--- src/rtl/core/tde_pkg.sv ---
`default_nettype none
// ----------------------------------------------------------------------------
// tde_pkg
// shared types, register indexes and reset constants of the tilt estimator
// ----------------------------------------------------------------------------
package tde_pkg;

    localparam int SAMPLE_W = 14;
    localparam int COUNT_W  = 8;
    localparam int PCT_W    = 7;
    localparam int QUAD_W   = 2;
    localparam int CFG_IW   = 3;
    localparam int CFG_DW   = 14;

    // configuration register indexes
    localparam logic [CFG_IW-1:0] REG_SAMPLE_COUNT = 3'd0;
    localparam logic [CFG_IW-1:0] REG_THRESHOLD_Q0 = 3'd1;
    localparam logic [CFG_IW-1:0] REG_THRESHOLD_Q1 = 3'd2;
    localparam logic [CFG_IW-1:0] REG_THRESHOLD_Q2 = 3'd3;
    localparam logic [CFG_IW-1:0] REG_THRESHOLD_Q3 = 3'd4;

    localparam logic [COUNT_W-1:0]         SAMPLE_COUNT_RST = 8'd100;
    localparam logic signed [SAMPLE_W-1:0] THRESHOLD_Q0_RST = 14'sd3052;
    localparam logic signed [SAMPLE_W-1:0] THRESHOLD_Q1_RST = 14'sd2952;
    localparam logic signed [SAMPLE_W-1:0] THRESHOLD_Q2_RST = -14'sd2834;
    localparam logic signed [SAMPLE_W-1:0] THRESHOLD_Q3_RST = -14'sd3052;

    localparam logic [PCT_W-1:0] PCT_FULL = 7'd100;

    // quadrant codes
    localparam logic [QUAD_W-1:0] QUAD_PP = 2'd0;  // x >= 0, y >= 0
    localparam logic [QUAD_W-1:0] QUAD_PN = 2'd1;  // x >= 0, y < 0
    localparam logic [QUAD_W-1:0] QUAD_NN = 2'd2;  // both negative
    localparam logic [QUAD_W-1:0] QUAD_NP = 2'd3;  // x < 0, y >= 0

    typedef enum logic [3:0] {
        S_IDLE,
        S_MX_START,
        S_MX_WAIT,
        S_MY_START,
        S_MY_WAIT,
        S_WALK,
        S_PCT_START,
        S_PCT_WAIT,
        S_DONE
    } state_t;

    typedef enum logic [1:0] {
        DIV_MEAN_X,
        DIV_MEAN_Y,
        DIV_PCT
    } div_sel_t;

    typedef struct packed {
        logic     accept;
        logic     div_start;
        div_sel_t div_sel;
        logic     div_take;
        logic     walk_init;
        logic     walk_step;
        logic     pct_force;
        logic     load_out;
    } cmd_t;

    typedef struct packed {
        logic last_pair;
        logic div_done;
        logic walk_done;
        logic total_zero;
        logic out_free;
    } sts_t;

endpackage
`default_nettype wire

--- src/rtl/core/tde_div.sv ---
`default_nettype none
// ----------------------------------------------------------------------------
// tde_div
// restoring unsigned divider, one quotient bit per cycle
// ----------------------------------------------------------------------------
module tde_div #(
    parameter int NUM_W = 29,
    parameter int DEN_W = 22
) (
    input  wire logic             aclk,
    input  wire logic             aresetn,
    input  wire logic             start,
    input  wire logic [NUM_W-1:0] dividend,
    input  wire logic [DEN_W-1:0] divisor,
    output logic                  done,
    output logic      [NUM_W-1:0] quotient
);
    localparam int CNT_W = $clog2(NUM_W + 1);

    logic             busy_reg;
    logic             done_reg;
    logic [CNT_W-1:0] cnt_reg;
    logic [DEN_W-1:0] rem_reg;
    logic [DEN_W-1:0] den_reg;
    logic [NUM_W-1:0] quo_reg;

    logic [DEN_W:0]   shifted;
    logic             fits;
    logic [DEN_W:0]   diff;
    logic [DEN_W-1:0] rem_next;

    always_comb begin
        shifted  = {rem_reg, quo_reg[NUM_W-1]};
        diff     = shifted - {1'b0, den_reg};
        fits     = shifted >= {1'b0, den_reg};
        rem_next = fits ? diff[DEN_W-1:0] : shifted[DEN_W-1:0];
    end

    always_ff @(posedge aclk) begin
        if (!aresetn) begin
            busy_reg <= 1'b0;
            done_reg <= 1'b0;
            cnt_reg  <= '0;
        end else begin
            done_reg <= 1'b0;
            if (start) begin
                busy_reg <= 1'b1;
                cnt_reg  <= CNT_W'(NUM_W);
            end else if (busy_reg) begin
                cnt_reg <= cnt_reg - 1'b1;
                if (cnt_reg == CNT_W'(1)) begin
                    busy_reg <= 1'b0;
                    done_reg <= 1'b1;
                end
            end
        end
    end

    always_ff @(posedge aclk) begin
        if (start) begin
            rem_reg <= '0;
            den_reg <= divisor;
            quo_reg <= dividend;
        end else if (busy_reg) begin
            rem_reg <= rem_next;
            quo_reg <= {quo_reg[NUM_W-2:0], fits};
        end
    end

    assign done     = done_reg;
    assign quotient = quo_reg;

endmodule
`default_nettype wire

--- src/rtl/core/tde_datapath.sv ---
`default_nettype none
// ----------------------------------------------------------------------------
// tde_datapath
// sample store, accumulators, config registers, divider, weight walk and output register
// ----------------------------------------------------------------------------
module tde_datapath #(
    parameter int MAX_SAMPLES = 128
) (
    input  wire logic                                   aclk,
    input  wire logic                                   aresetn,
    input  wire tde_pkg::cmd_t                          cmd,
    output tde_pkg::sts_t                               sts,
    input  wire logic signed [tde_pkg::SAMPLE_W-1:0]    s_x_sample,
    input  wire logic signed [tde_pkg::SAMPLE_W-1:0]    s_y_sample,
    input  wire logic                                   cfg_valid,
    input  wire logic        [tde_pkg::CFG_IW-1:0]      cfg_index,
    input  wire logic        [tde_pkg::CFG_DW-1:0]      cfg_data,
    output logic                                        m_valid,
    input  wire logic                                   m_ready,
    output logic             [tde_pkg::QUAD_W-1:0]      m_quadrant,
    output logic                                        m_half,
    output logic             [tde_pkg::PCT_W-1:0]       m_likely_percent,
    output logic             [tde_pkg::PCT_W-1:0]       m_unlikely_percent,
    output logic signed      [tde_pkg::SAMPLE_W-1:0]    m_mean_x,
    output logic signed      [tde_pkg::SAMPLE_W-1:0]    m_mean_y,
    output logic                                        m_no_weight
);
    import tde_pkg::*;

    localparam int CW    = $clog2(MAX_SAMPLES + 1);
    localparam int AW    = (MAX_SAMPLES > 1) ? $clog2(MAX_SAMPLES) : 1;
    localparam int SUMW  = SAMPLE_W + CW;
    localparam int TOTW  = SAMPLE_W + CW;
    localparam int NUMW  = TOTW + PCT_W;
    localparam int EW    = (CW > COUNT_W) ? CW : COUNT_W;

    // configuration registers
    logic        [COUNT_W-1:0]  sample_count_reg;
    logic signed [SAMPLE_W-1:0] thr_reg [4];

    // gather state
    logic signed [SAMPLE_W-1:0] x_mem [MAX_SAMPLES];
    logic signed [SUMW-1:0]     sum_x_reg;
    logic signed [SUMW-1:0]     sum_y_reg;
    logic        [CW-1:0]       pair_count_reg;

    // estimate state
    logic signed [SAMPLE_W-1:0] mean_x_reg;
    logic signed [SAMPLE_W-1:0] mean_y_reg;
    logic        [CW-1:0]       rd_addr_reg;
    logic                       rd_valid_reg;
    logic signed [SAMPLE_W-1:0] rd_data_reg;
    logic        [TOTW-1:0]     likely_reg;
    logic        [TOTW-1:0]     total_reg;
    logic        [PCT_W-1:0]    pct_reg;
    logic                       no_weight_reg;

    // output register
    logic                       m_valid_reg;
    logic        [QUAD_W-1:0]   m_quadrant_reg;
    logic                       m_half_reg;
    logic        [PCT_W-1:0]    m_likely_reg;
    logic        [PCT_W-1:0]    m_unlikely_reg;
    logic signed [SAMPLE_W-1:0] m_mean_x_reg;
    logic signed [SAMPLE_W-1:0] m_mean_y_reg;
    logic                       m_no_weight_reg;

    // effective count: zero counts as one, saturate at store depth
    logic [EW-1:0] sc_ext;
    logic [CW-1:0] eff_count;
    logic [CW-1:0] pair_count_next;

    always_comb begin
        sc_ext = EW'(sample_count_reg);
        if (sc_ext == '0) begin
            eff_count = CW'(1);
        end else if (sc_ext > EW'(MAX_SAMPLES)) begin
            eff_count = CW'(MAX_SAMPLES);
        end else begin
            eff_count = sc_ext[CW-1:0];
        end
        pair_count_next = pair_count_reg + 1'b1;
    end

    // divider operand selection
    logic [SUMW-1:0] sum_x_mag;
    logic [SUMW-1:0] sum_y_mag;
    logic [NUMW-1:0] div_dividend;
    logic [TOTW-1:0] div_divisor;
    logic            div_done;
    logic [NUMW-1:0] div_quotient;

    always_comb begin
        sum_x_mag = sum_x_reg[SUMW-1] ? SUMW'(-sum_x_reg) : SUMW'(sum_x_reg);
        sum_y_mag = sum_y_reg[SUMW-1] ? SUMW'(-sum_y_reg) : SUMW'(sum_y_reg);
        case (cmd.div_sel)
            DIV_MEAN_X: begin
                div_dividend = NUMW'(sum_x_mag);
                div_divisor  = TOTW'(pair_count_reg);
            end
            DIV_MEAN_Y: begin
                div_dividend = NUMW'(sum_y_mag);
                div_divisor  = TOTW'(pair_count_reg);
            end
            default: begin
                div_dividend = NUMW'(likely_reg) * NUMW'(PCT_FULL);
                div_divisor  = total_reg;
            end
        endcase
    end

    tde_div #(
        .NUM_W (NUMW),
        .DEN_W (TOTW)
    ) u_div (
        .aclk     (aclk),
        .aresetn  (aresetn),
        .start    (cmd.div_start),
        .dividend (div_dividend),
        .divisor  (div_divisor),
        .done     (div_done),
        .quotient (div_quotient)
    );

    logic [SAMPLE_W-1:0] quo_mean;
    assign quo_mean = div_quotient[SAMPLE_W-1:0];

    // quadrant and threshold from the latched means
    logic        [QUAD_W-1:0]   quad;
    logic signed [SAMPLE_W-1:0] thr;
    logic signed [SAMPLE_W:0]   mean_diff;
    logic                       mean_above;

    always_comb begin
        quad       = {mean_x_reg[SAMPLE_W-1], mean_x_reg[SAMPLE_W-1] ^ mean_y_reg[SAMPLE_W-1]};
        thr        = thr_reg[quad];
        mean_diff  = (SAMPLE_W+1)'(mean_x_reg) - (SAMPLE_W+1)'(thr);
        mean_above = !mean_diff[SAMPLE_W];
    end

    // per-sample distance from threshold
    logic signed [SAMPLE_W:0]   smp_diff;
    logic signed [SAMPLE_W:0]   smp_abs;
    logic                       smp_above;
    logic        [SAMPLE_W-1:0] smp_dist;

    always_comb begin
        smp_diff  = (SAMPLE_W+1)'(rd_data_reg) - (SAMPLE_W+1)'(thr);
        smp_above = !smp_diff[SAMPLE_W];
        smp_abs   = smp_above ? smp_diff : -smp_diff;
        smp_dist  = smp_abs[SAMPLE_W-1:0];
    end

    // config writes
    always_ff @(posedge aclk) begin
        if (!aresetn) begin
            sample_count_reg <= SAMPLE_COUNT_RST;
            thr_reg[0]       <= THRESHOLD_Q0_RST;
            thr_reg[1]       <= THRESHOLD_Q1_RST;
            thr_reg[2]       <= THRESHOLD_Q2_RST;
            thr_reg[3]       <= THRESHOLD_Q3_RST;
        end else if (cfg_valid) begin
            unique case (cfg_index)
                REG_SAMPLE_COUNT: sample_count_reg <= cfg_data[COUNT_W-1:0];
                REG_THRESHOLD_Q0: thr_reg[0] <= cfg_data;
                REG_THRESHOLD_Q1: thr_reg[1] <= cfg_data;
                REG_THRESHOLD_Q2: thr_reg[2] <= cfg_data;
                REG_THRESHOLD_Q3: thr_reg[3] <= cfg_data;
                default: ;
            endcase
        end
    end

    // sample store: one write port while gathering, one read port for the walk
    always_ff @(posedge aclk) begin
        if (cmd.accept) begin
            x_mem[pair_count_reg[AW-1:0]] <= s_x_sample;
        end
        if (cmd.walk_step) begin
            rd_data_reg <= x_mem[rd_addr_reg[AW-1:0]];
        end
    end

    // accumulators, cleared once the result goes to the output register
    always_ff @(posedge aclk) begin
        if (!aresetn) begin
            sum_x_reg      <= '0;
            sum_y_reg      <= '0;
            pair_count_reg <= '0;
        end else if (cmd.accept) begin
            sum_x_reg      <= sum_x_reg + SUMW'(s_x_sample);
            sum_y_reg      <= sum_y_reg + SUMW'(s_y_sample);
            pair_count_reg <= pair_count_next;
        end else if (cmd.load_out) begin
            sum_x_reg      <= '0;
            sum_y_reg      <= '0;
            pair_count_reg <= '0;
        end
    end

    // means and percentage from the divider
    always_ff @(posedge aclk) begin
        if (cmd.div_take) begin
            case (cmd.div_sel)
                DIV_MEAN_X: mean_x_reg <= sum_x_reg[SUMW-1] ? -quo_mean : quo_mean;
                DIV_MEAN_Y: mean_y_reg <= sum_y_reg[SUMW-1] ? -quo_mean : quo_mean;
                default: begin
                    pct_reg       <= div_quotient[PCT_W-1:0];
                    no_weight_reg <= 1'b0;
                end
            endcase
        end else if (cmd.pct_force) begin
            pct_reg       <= PCT_FULL;
            no_weight_reg <= 1'b1;
        end
    end

    // weight walk: registered read of the sample store, accumulate the registered sample
    always_ff @(posedge aclk) begin
        if (!aresetn) begin
            rd_valid_reg <= 1'b0;
            rd_addr_reg  <= '0;
        end else if (cmd.walk_init) begin
            rd_valid_reg <= 1'b0;
            rd_addr_reg  <= '0;
        end else if (cmd.walk_step) begin
            rd_valid_reg <= rd_addr_reg != pair_count_reg;
            if (rd_addr_reg != pair_count_reg) begin
                rd_addr_reg <= rd_addr_reg + 1'b1;
            end
        end
    end

    always_ff @(posedge aclk) begin
        if (cmd.walk_init) begin
            likely_reg <= '0;
            total_reg  <= '0;
        end else if (cmd.walk_step && rd_valid_reg) begin
            total_reg <= total_reg + TOTW'(smp_dist);
            if (smp_above == mean_above) begin
                likely_reg <= likely_reg + TOTW'(smp_dist);
            end
        end
    end

    // output register
    always_ff @(posedge aclk) begin
        if (!aresetn) begin
            m_valid_reg <= 1'b0;
        end else if (cmd.load_out) begin
            m_valid_reg <= 1'b1;
        end else if (m_ready) begin
            m_valid_reg <= 1'b0;
        end
    end

    always_ff @(posedge aclk) begin
        if (cmd.load_out) begin
            m_quadrant_reg  <= quad;
            m_half_reg      <= (quad == QUAD_PP || quad == QUAD_NP) ? mean_above : !mean_above;
            m_likely_reg    <= pct_reg;
            m_unlikely_reg  <= PCT_FULL - pct_reg;
            m_mean_x_reg    <= mean_x_reg;
            m_mean_y_reg    <= mean_y_reg;
            m_no_weight_reg <= no_weight_reg;
        end
    end

    always_comb begin
        sts.last_pair  = pair_count_next >= eff_count;
        sts.div_done   = div_done;
        sts.walk_done  = (rd_addr_reg == pair_count_reg) && !rd_valid_reg;
        sts.total_zero = total_reg == '0;
        sts.out_free   = !m_valid_reg || m_ready;
    end

    assign m_valid            = m_valid_reg;
    assign m_quadrant         = m_quadrant_reg;
    assign m_half             = m_half_reg;
    assign m_likely_percent   = m_likely_reg;
    assign m_unlikely_percent = m_unlikely_reg;
    assign m_mean_x           = m_mean_x_reg;
    assign m_mean_y           = m_mean_y_reg;
    assign m_no_weight        = m_no_weight_reg;

endmodule
`default_nettype wire

--- src/rtl/core/tde_ctrl.sv ---
`default_nettype none
// ----------------------------------------------------------------------------
// tde_ctrl
// sequencer: gather pairs, two mean divisions, weight walk, percent division
// ----------------------------------------------------------------------------
module tde_ctrl (
    input  wire logic          aclk,
    input  wire logic          aresetn,
    input  wire logic          s_valid,
    output logic               s_ready,
    output tde_pkg::cmd_t      cmd,
    input  wire tde_pkg::sts_t sts
);
    import tde_pkg::*;

    state_t state_reg;
    state_t state_next;

    always_ff @(posedge aclk) begin
        if (!aresetn) begin
            state_reg <= S_IDLE;
        end else begin
            state_reg <= state_next;
        end
    end

    always_comb begin
        state_next = state_reg;
        cmd        = '0;
        cmd.div_sel = DIV_MEAN_X;
        s_ready    = 1'b0;
        unique case (state_reg)
            S_IDLE: begin
                s_ready    = 1'b1;
                cmd.accept = s_valid;
                if (s_valid && sts.last_pair) begin
                    state_next = S_MX_START;
                end
            end
            S_MX_START: begin
                cmd.div_start = 1'b1;
                state_next    = S_MX_WAIT;
            end
            S_MX_WAIT: begin
                if (sts.div_done) begin
                    cmd.div_take = 1'b1;
                    state_next   = S_MY_START;
                end
            end
            S_MY_START: begin
                cmd.div_sel   = DIV_MEAN_Y;
                cmd.div_start = 1'b1;
                state_next    = S_MY_WAIT;
            end
            S_MY_WAIT: begin
                cmd.div_sel = DIV_MEAN_Y;
                if (sts.div_done) begin
                    cmd.div_take  = 1'b1;
                    cmd.walk_init = 1'b1;
                    state_next    = S_WALK;
                end
            end
            S_WALK: begin
                cmd.walk_step = 1'b1;
                if (sts.walk_done) begin
                    state_next = S_PCT_START;
                end
            end
            S_PCT_START: begin
                cmd.div_sel = DIV_PCT;
                if (sts.total_zero) begin
                    cmd.pct_force = 1'b1;
                    state_next    = S_DONE;
                end else begin
                    cmd.div_start = 1'b1;
                    state_next    = S_PCT_WAIT;
                end
            end
            S_PCT_WAIT: begin
                cmd.div_sel = DIV_PCT;
                if (sts.div_done) begin
                    cmd.div_take = 1'b1;
                    state_next   = S_DONE;
                end
            end
            S_DONE: begin
                if (sts.out_free) begin
                    cmd.load_out = 1'b1;
                    state_next   = S_IDLE;
                end
            end
            default: begin
                state_next = S_IDLE;
            end
        endcase
    end

endmodule
`default_nettype wire

--- src/rtl/core/tilt_direction_estimator.sv ---
`default_nettype none
// ----------------------------------------------------------------------------
// tilt_direction_estimator
// averages accelerometer x/y pairs and estimates the tilt quadrant and half
// ----------------------------------------------------------------------------
// Each accepted x/y pair is summed and its x kept. The pair that completes an
// estimate starts the finishing sequence, during which no pair is taken: two
// mean divisions and one percent division on a shared restoring divider
// that yields one quotient bit per cycle over D = 21 + clog2(MAX_SAMPLES + 1)
// bits, and a walk over the N stored x values through the single read port
// of the sample store. The percent division is skipped when the total
// weight is zero, and the sequence waits at its end only while an earlier
// result still waits in the output register. The result sits in that output
// register, so a new estimate can start gathering while it waits to be
// taken. Thresholds and the sample count are written over the cfg port,
// which is always ready.
// ----------------------------------------------------------------------------
module tilt_direction_estimator #(
    parameter int MAX_SAMPLES = 128
) (
    input  wire logic                                aclk,
    input  wire logic                                aresetn,
    input  wire logic                                s_valid,
    output logic                                     s_ready,
    input  wire logic signed [tde_pkg::SAMPLE_W-1:0] s_x_sample,
    input  wire logic signed [tde_pkg::SAMPLE_W-1:0] s_y_sample,
    output logic                                     m_valid,
    input  wire logic                                m_ready,
    output logic             [tde_pkg::QUAD_W-1:0]   m_quadrant,
    output logic                                     m_half,
    output logic             [tde_pkg::PCT_W-1:0]    m_likely_percent,
    output logic             [tde_pkg::PCT_W-1:0]    m_unlikely_percent,
    output logic signed      [tde_pkg::SAMPLE_W-1:0] m_mean_x,
    output logic signed      [tde_pkg::SAMPLE_W-1:0] m_mean_y,
    output logic                                     m_no_weight,
    input  wire logic                                cfg_valid,
    output logic                                     cfg_ready,
    input  wire logic        [tde_pkg::CFG_IW-1:0]   cfg_index,
    input  wire logic        [tde_pkg::CFG_DW-1:0]   cfg_data
);
    import tde_pkg::*;

    cmd_t cmd;
    sts_t sts;

    assign cfg_ready = 1'b1;

    tde_ctrl u_ctrl (
        .aclk    (aclk),
        .aresetn (aresetn),
        .s_valid (s_valid),
        .s_ready (s_ready),
        .cmd     (cmd),
        .sts     (sts)
    );

    tde_datapath #(
        .MAX_SAMPLES (MAX_SAMPLES)
    ) u_datapath (
        .aclk               (aclk),
        .aresetn            (aresetn),
        .cmd                (cmd),
        .sts                (sts),
        .s_x_sample         (s_x_sample),
        .s_y_sample         (s_y_sample),
        .cfg_valid          (cfg_valid),
        .cfg_index          (cfg_index),
        .cfg_data           (cfg_data),
        .m_valid            (m_valid),
        .m_ready            (m_ready),
        .m_quadrant         (m_quadrant),
        .m_half             (m_half),
        .m_likely_percent   (m_likely_percent),
        .m_unlikely_percent (m_unlikely_percent),
        .m_mean_x           (m_mean_x),
        .m_mean_y           (m_mean_y),
        .m_no_weight        (m_no_weight)
    );

endmodule
`default_nettype wire

--- config.mk ---
export PLATFORM = sky130hd
export DESIGN_NAME = tilt_direction_estimator
export DESIGN_NICKNAME = d
export VERILOG_FILES = /design/src/rtl/core/tde_pkg.sv /design/src/rtl/core/tde_div.sv /design/src/rtl/core/tde_datapath.sv /design/src/rtl/core/tde_ctrl.sv /design/src/rtl/core/tilt_direction_estimator.sv
export SDC_FILE = /design/constraint.sdc
export NUM_CORES = 2
export LEC_CHECK = 0
export CAP_MARGIN = 0
export CORE_UTILIZATION = 30
export CTS_CLUSTER_SIZE = 8
export DETAILED_ROUTE_END_ITERATION = 10
export DONT_BUFFER_PORTS = 1
export GPL_ROUTABILITY_DRIVEN = 0
export MAX_ROUTING_LAYER = met4
export PLACE_DENSITY = 0.53
export SYNTH_ARGS = -nofsm -noshare
export SYNTH_HDL_FRONTEND = slang
export SYNTH_SLANG_ARGS = --single-unit
--- constraint.sdc ---
create_clock -name aclk -period 7.05 [get_ports aclk]
set_input_delay 0.3525 -clock aclk [delete_from_list [all_inputs] [get_ports aclk]]
set_output_delay 0.3525 -clock aclk [all_outputs]
set_load 0.05 [all_outputs]
==> metrics <==
Detail Route Antenna Nets=0; Synth Warn #=0; number of H-tree levels=5; worst r2r dst=u_datapath.total_reg[17]; fin cells=9464; clock root buffer=clkbuf_16; LEAKAGE=34.2 nW; Fin. Hold Viols=0; via count=47845; syn_nets=around 5400; Num CTS Buffers=310; max reg flops=1792; number of max-cap violations=0; fillers=28111; Avg WL per Cell=about 25 um; synth unique cells=78; CTS clk-pin slew, worst paths=50 ps; Mapped Cells=5095; Starting Density=30.3%; R2R setup slack=600 ps; WP depth=23; PortBufs=0; Starting DRT DRC Count=around 4500; Worst setup SP type=flip-flop; layout overhead on the synthesized area=16.5%; EDFF count, synth=approximately 2000; Fmax=155 MHz; syn_area_per_cell=~18 um^2; Setup violations, final=0; core box area=approximately 0.30 mm^2; fin. max-slew vios=0; Tot GR Track Use=15.7%; total gr overflow=0; Total Wirelength=236000 um; ratio of cells with drive above 1 in the final layout=22.0%; Die Ht=553 um; vias in the first global route=about 50000; worst-path cell chain=buf_4, mux4_2, inv_1, ha_1, nand3_1, o32a_1, o21ai_2, and3_1, a2111oi_2, or2_1, nand2_1, o21ai_1, ha_1, a21o_1, a21o_1, a2111oi_1, nor4_1, a2111oi_1, o31ai_1, a21oi_1, nand3b_1, xor2_1, nor2_1; clock latency on the worst-skew pair=860 ps; initial antenna violation count=25; Synth area leaders=edfxtp_1 (66%), mux4_2 (15%), dfxtp_1 (3.2%), ha_1 (2.8%), xnor2_1 (1.4%); Synth Cell Area=roughly 0.09 mm^2; row cnt=between 200 and 250; post-synthesis sequential area ratio=69.0%; Slew headroom=23.4%; # DRC=0; CP Max Fanout=16; CP peak stage delay=560 ps; RSZ-0062 raised after global routing=no; min Tclk post-route=6450 ps; CTS tree=yes; skew final=between 80 and 90 ps; Final Core Density=about a third; Critical Path Source=u_datapath.mean_y_reg[13]; fin crit share=91.4%; Synth Flop Type=edfxtp_1; 1st-pass router iterations=5; hpwl dp=approximately 140000 um; setup TNS=0 ps; ys async rst share=0%; Top Ports=99; Critical Path End=u_datapath.total_reg[17]; Required @ worst endpoint=7680 ps; Critical-path top delay cell=mux4_2; Clock Sinks=about 2100; arrival time at the worst endpoint=7080 ps; area of the multi-input gates=roughly 0.027 mm^2; crit path buf inv count=2; vias per cell=approximately 5.1; CP Class=reg -> reg; largest net degree at the start of global routing=130; Reg area=0.0628 mm^2; CTS Buffer Depth=4; register bit total from synthesis=2140; first-pass GRT wire length=345000 um; area of the die=0.306 mm^2; cell depth of the worst flop-to-flop path=23; Die X-Extent=553 um; Critical Path End Type=flip-flop; slew of the pin with the lowest slew margin=1150 ps; Cell Pwr Density=approximately 290 mW/mm^2; placed cells=approximately 9000; nets=around 5700; final worst slack=about 600 ps; status=finished, final reports clean; RR Startpoint=u_datapath.mean_y_reg[13]; family with the most delay on the worst path=compound AO/OA/AOI/OAI gates; pre-CTS setup slack=just over 90 ps; Max VDD drop=0.000192 V; type of the tightest min-delay check=in -> reg; Synth top area share=65.7%; cell taking the most area after synthesis=edfxtp_1; post-layout total power=30.2 mW
-- cells in the mapped netlist (all sizes together), types with 7 or more instances --
cell and n:
edfxtp 1993, xnor2 150, nor2b 30, nand2 220, a22oi 47, dfxtp 147, mux2 15, a221oi 7
fa 23, nand2b 28, xor2 66, a211oi 13, and3 22, ha 207, nor4 23, nand4 21
a2111oi 10, o22ai 14, or4 9, a21boi 7, clkbuf 176, and2 60, nor2 320, nor3 47
inv 180, mux4 602, or3 39, o21ai 97, buf 54, o211ai 10, a21o 57, o21bai 12
a21oi 170, o21a 15, mux2i 22, a22o 8, o31ai 24, or2 22, nand3 46, a31oi 16
-- how the worst min path moves through the flow --
stage / start / to / slack (ps) / depth (start not counted)
after detailed placement: u_datapath.mean_y_reg[12] / u_datapath.m_mean_y[12] / 400 / 0
after floorplan: u_datapath.mean_y_reg[0] / u_datapath.m_mean_y[0] / 400 / 0
after CTS: cfg_index[0] / u_datapath.sample_count_reg[6] / 0.6 / 3
after global routing: s_x_sample[2] / u_datapath.sum_x_reg[2] / 40 / 4
after global placement: u_datapath.mean_y_reg[11] / u_datapath.m_mean_y[11] / 410 / 0
final: cfg_index[0] / u_datapath.sample_count_reg[6] / 60 / 3
-- routing by layer --
layer,wire [um],GRT usage (%),up-vias
met2,108000,23.6,1405
met1,108000,22.2,25158
met4,4610,3.33,0
met5,0,-,-
met3,14600,2.62,310
li1,-,-,20972
-- cells in the final DEF, fill, tap and decap left out, types with 150 or more instances in the layout --
cell,netlist,layout
buf_4,3,169
a21oi_1,169,168
edfxtp_1,1993,1993
ha_1,207,207
mux4_2,602,602
nor2_1,320,305
inv_1,179,177
clkbuf_16,0,316
xnor2_1,150,150
nand2_1,220,219
-- where the power goes --
part	internal, mW	switching, mW	total, mW
sequential	14.2	0.251	14.4
clock	7.97	5.17	13.1
combinational	1.03	1.65	2.67
-- logic make-up (layout without fill, tap and decap cells) --
logic type	count (synthesis)	count (layout)	synth area share [%]
flops	2140	2140	69.0
fa+ha+maj	231	231	3.36
buf+inv	411	805	1.72
compound gates	545	545	3.84
other cells	1	18	0.00412
xor+xnor	216	216	2.08
mux	639	639	15.3
simple gates	912	912	4.73
-- timing repair --
action,CTS,global route
hold buffers,62,0
gates resized for setup,0,4
setup buffers,0,3
endpoints found under the setup margin,0,5
hold endpoints to repair,1899,0
-- stage by stage --
stage	hold slack, ps	area, um^2
after floorplan	400	91100
after global placement	410	96800
after detailed placement	405	96800
after CTS	0.559	106000
after global routing	35.8	106000
final	58.3	106000
-- worst reg2reg max path: cells and delay by family, from the launching register on --
kind | cells | cell delay, ps
compound gates | 10 | 3130
xor+xnor | 1 | 140
fa+ha+maj | 2 | 590
buf+inv | 2 | 410
flops | 1 | 380
mux | 1 | 570
simple gates | 7 | 1070
-- area by class of cell --
cell class / count / share of cell area [%]
Antenna cell: 17 / 0.0401
Clock buffer: 362 / 7.62
Clock inverter: 17 / 0.249
Inverter: 181 / 0.641
Multi-Input combinational cell: 2544 / 25.3
Sequential cell: 2140 / 59.2
Tap cell: 3958 / 4.67
Timing Repair Buffer: 245 / 2.27
No activity file was read; power rests on OpenSTA's default activity.
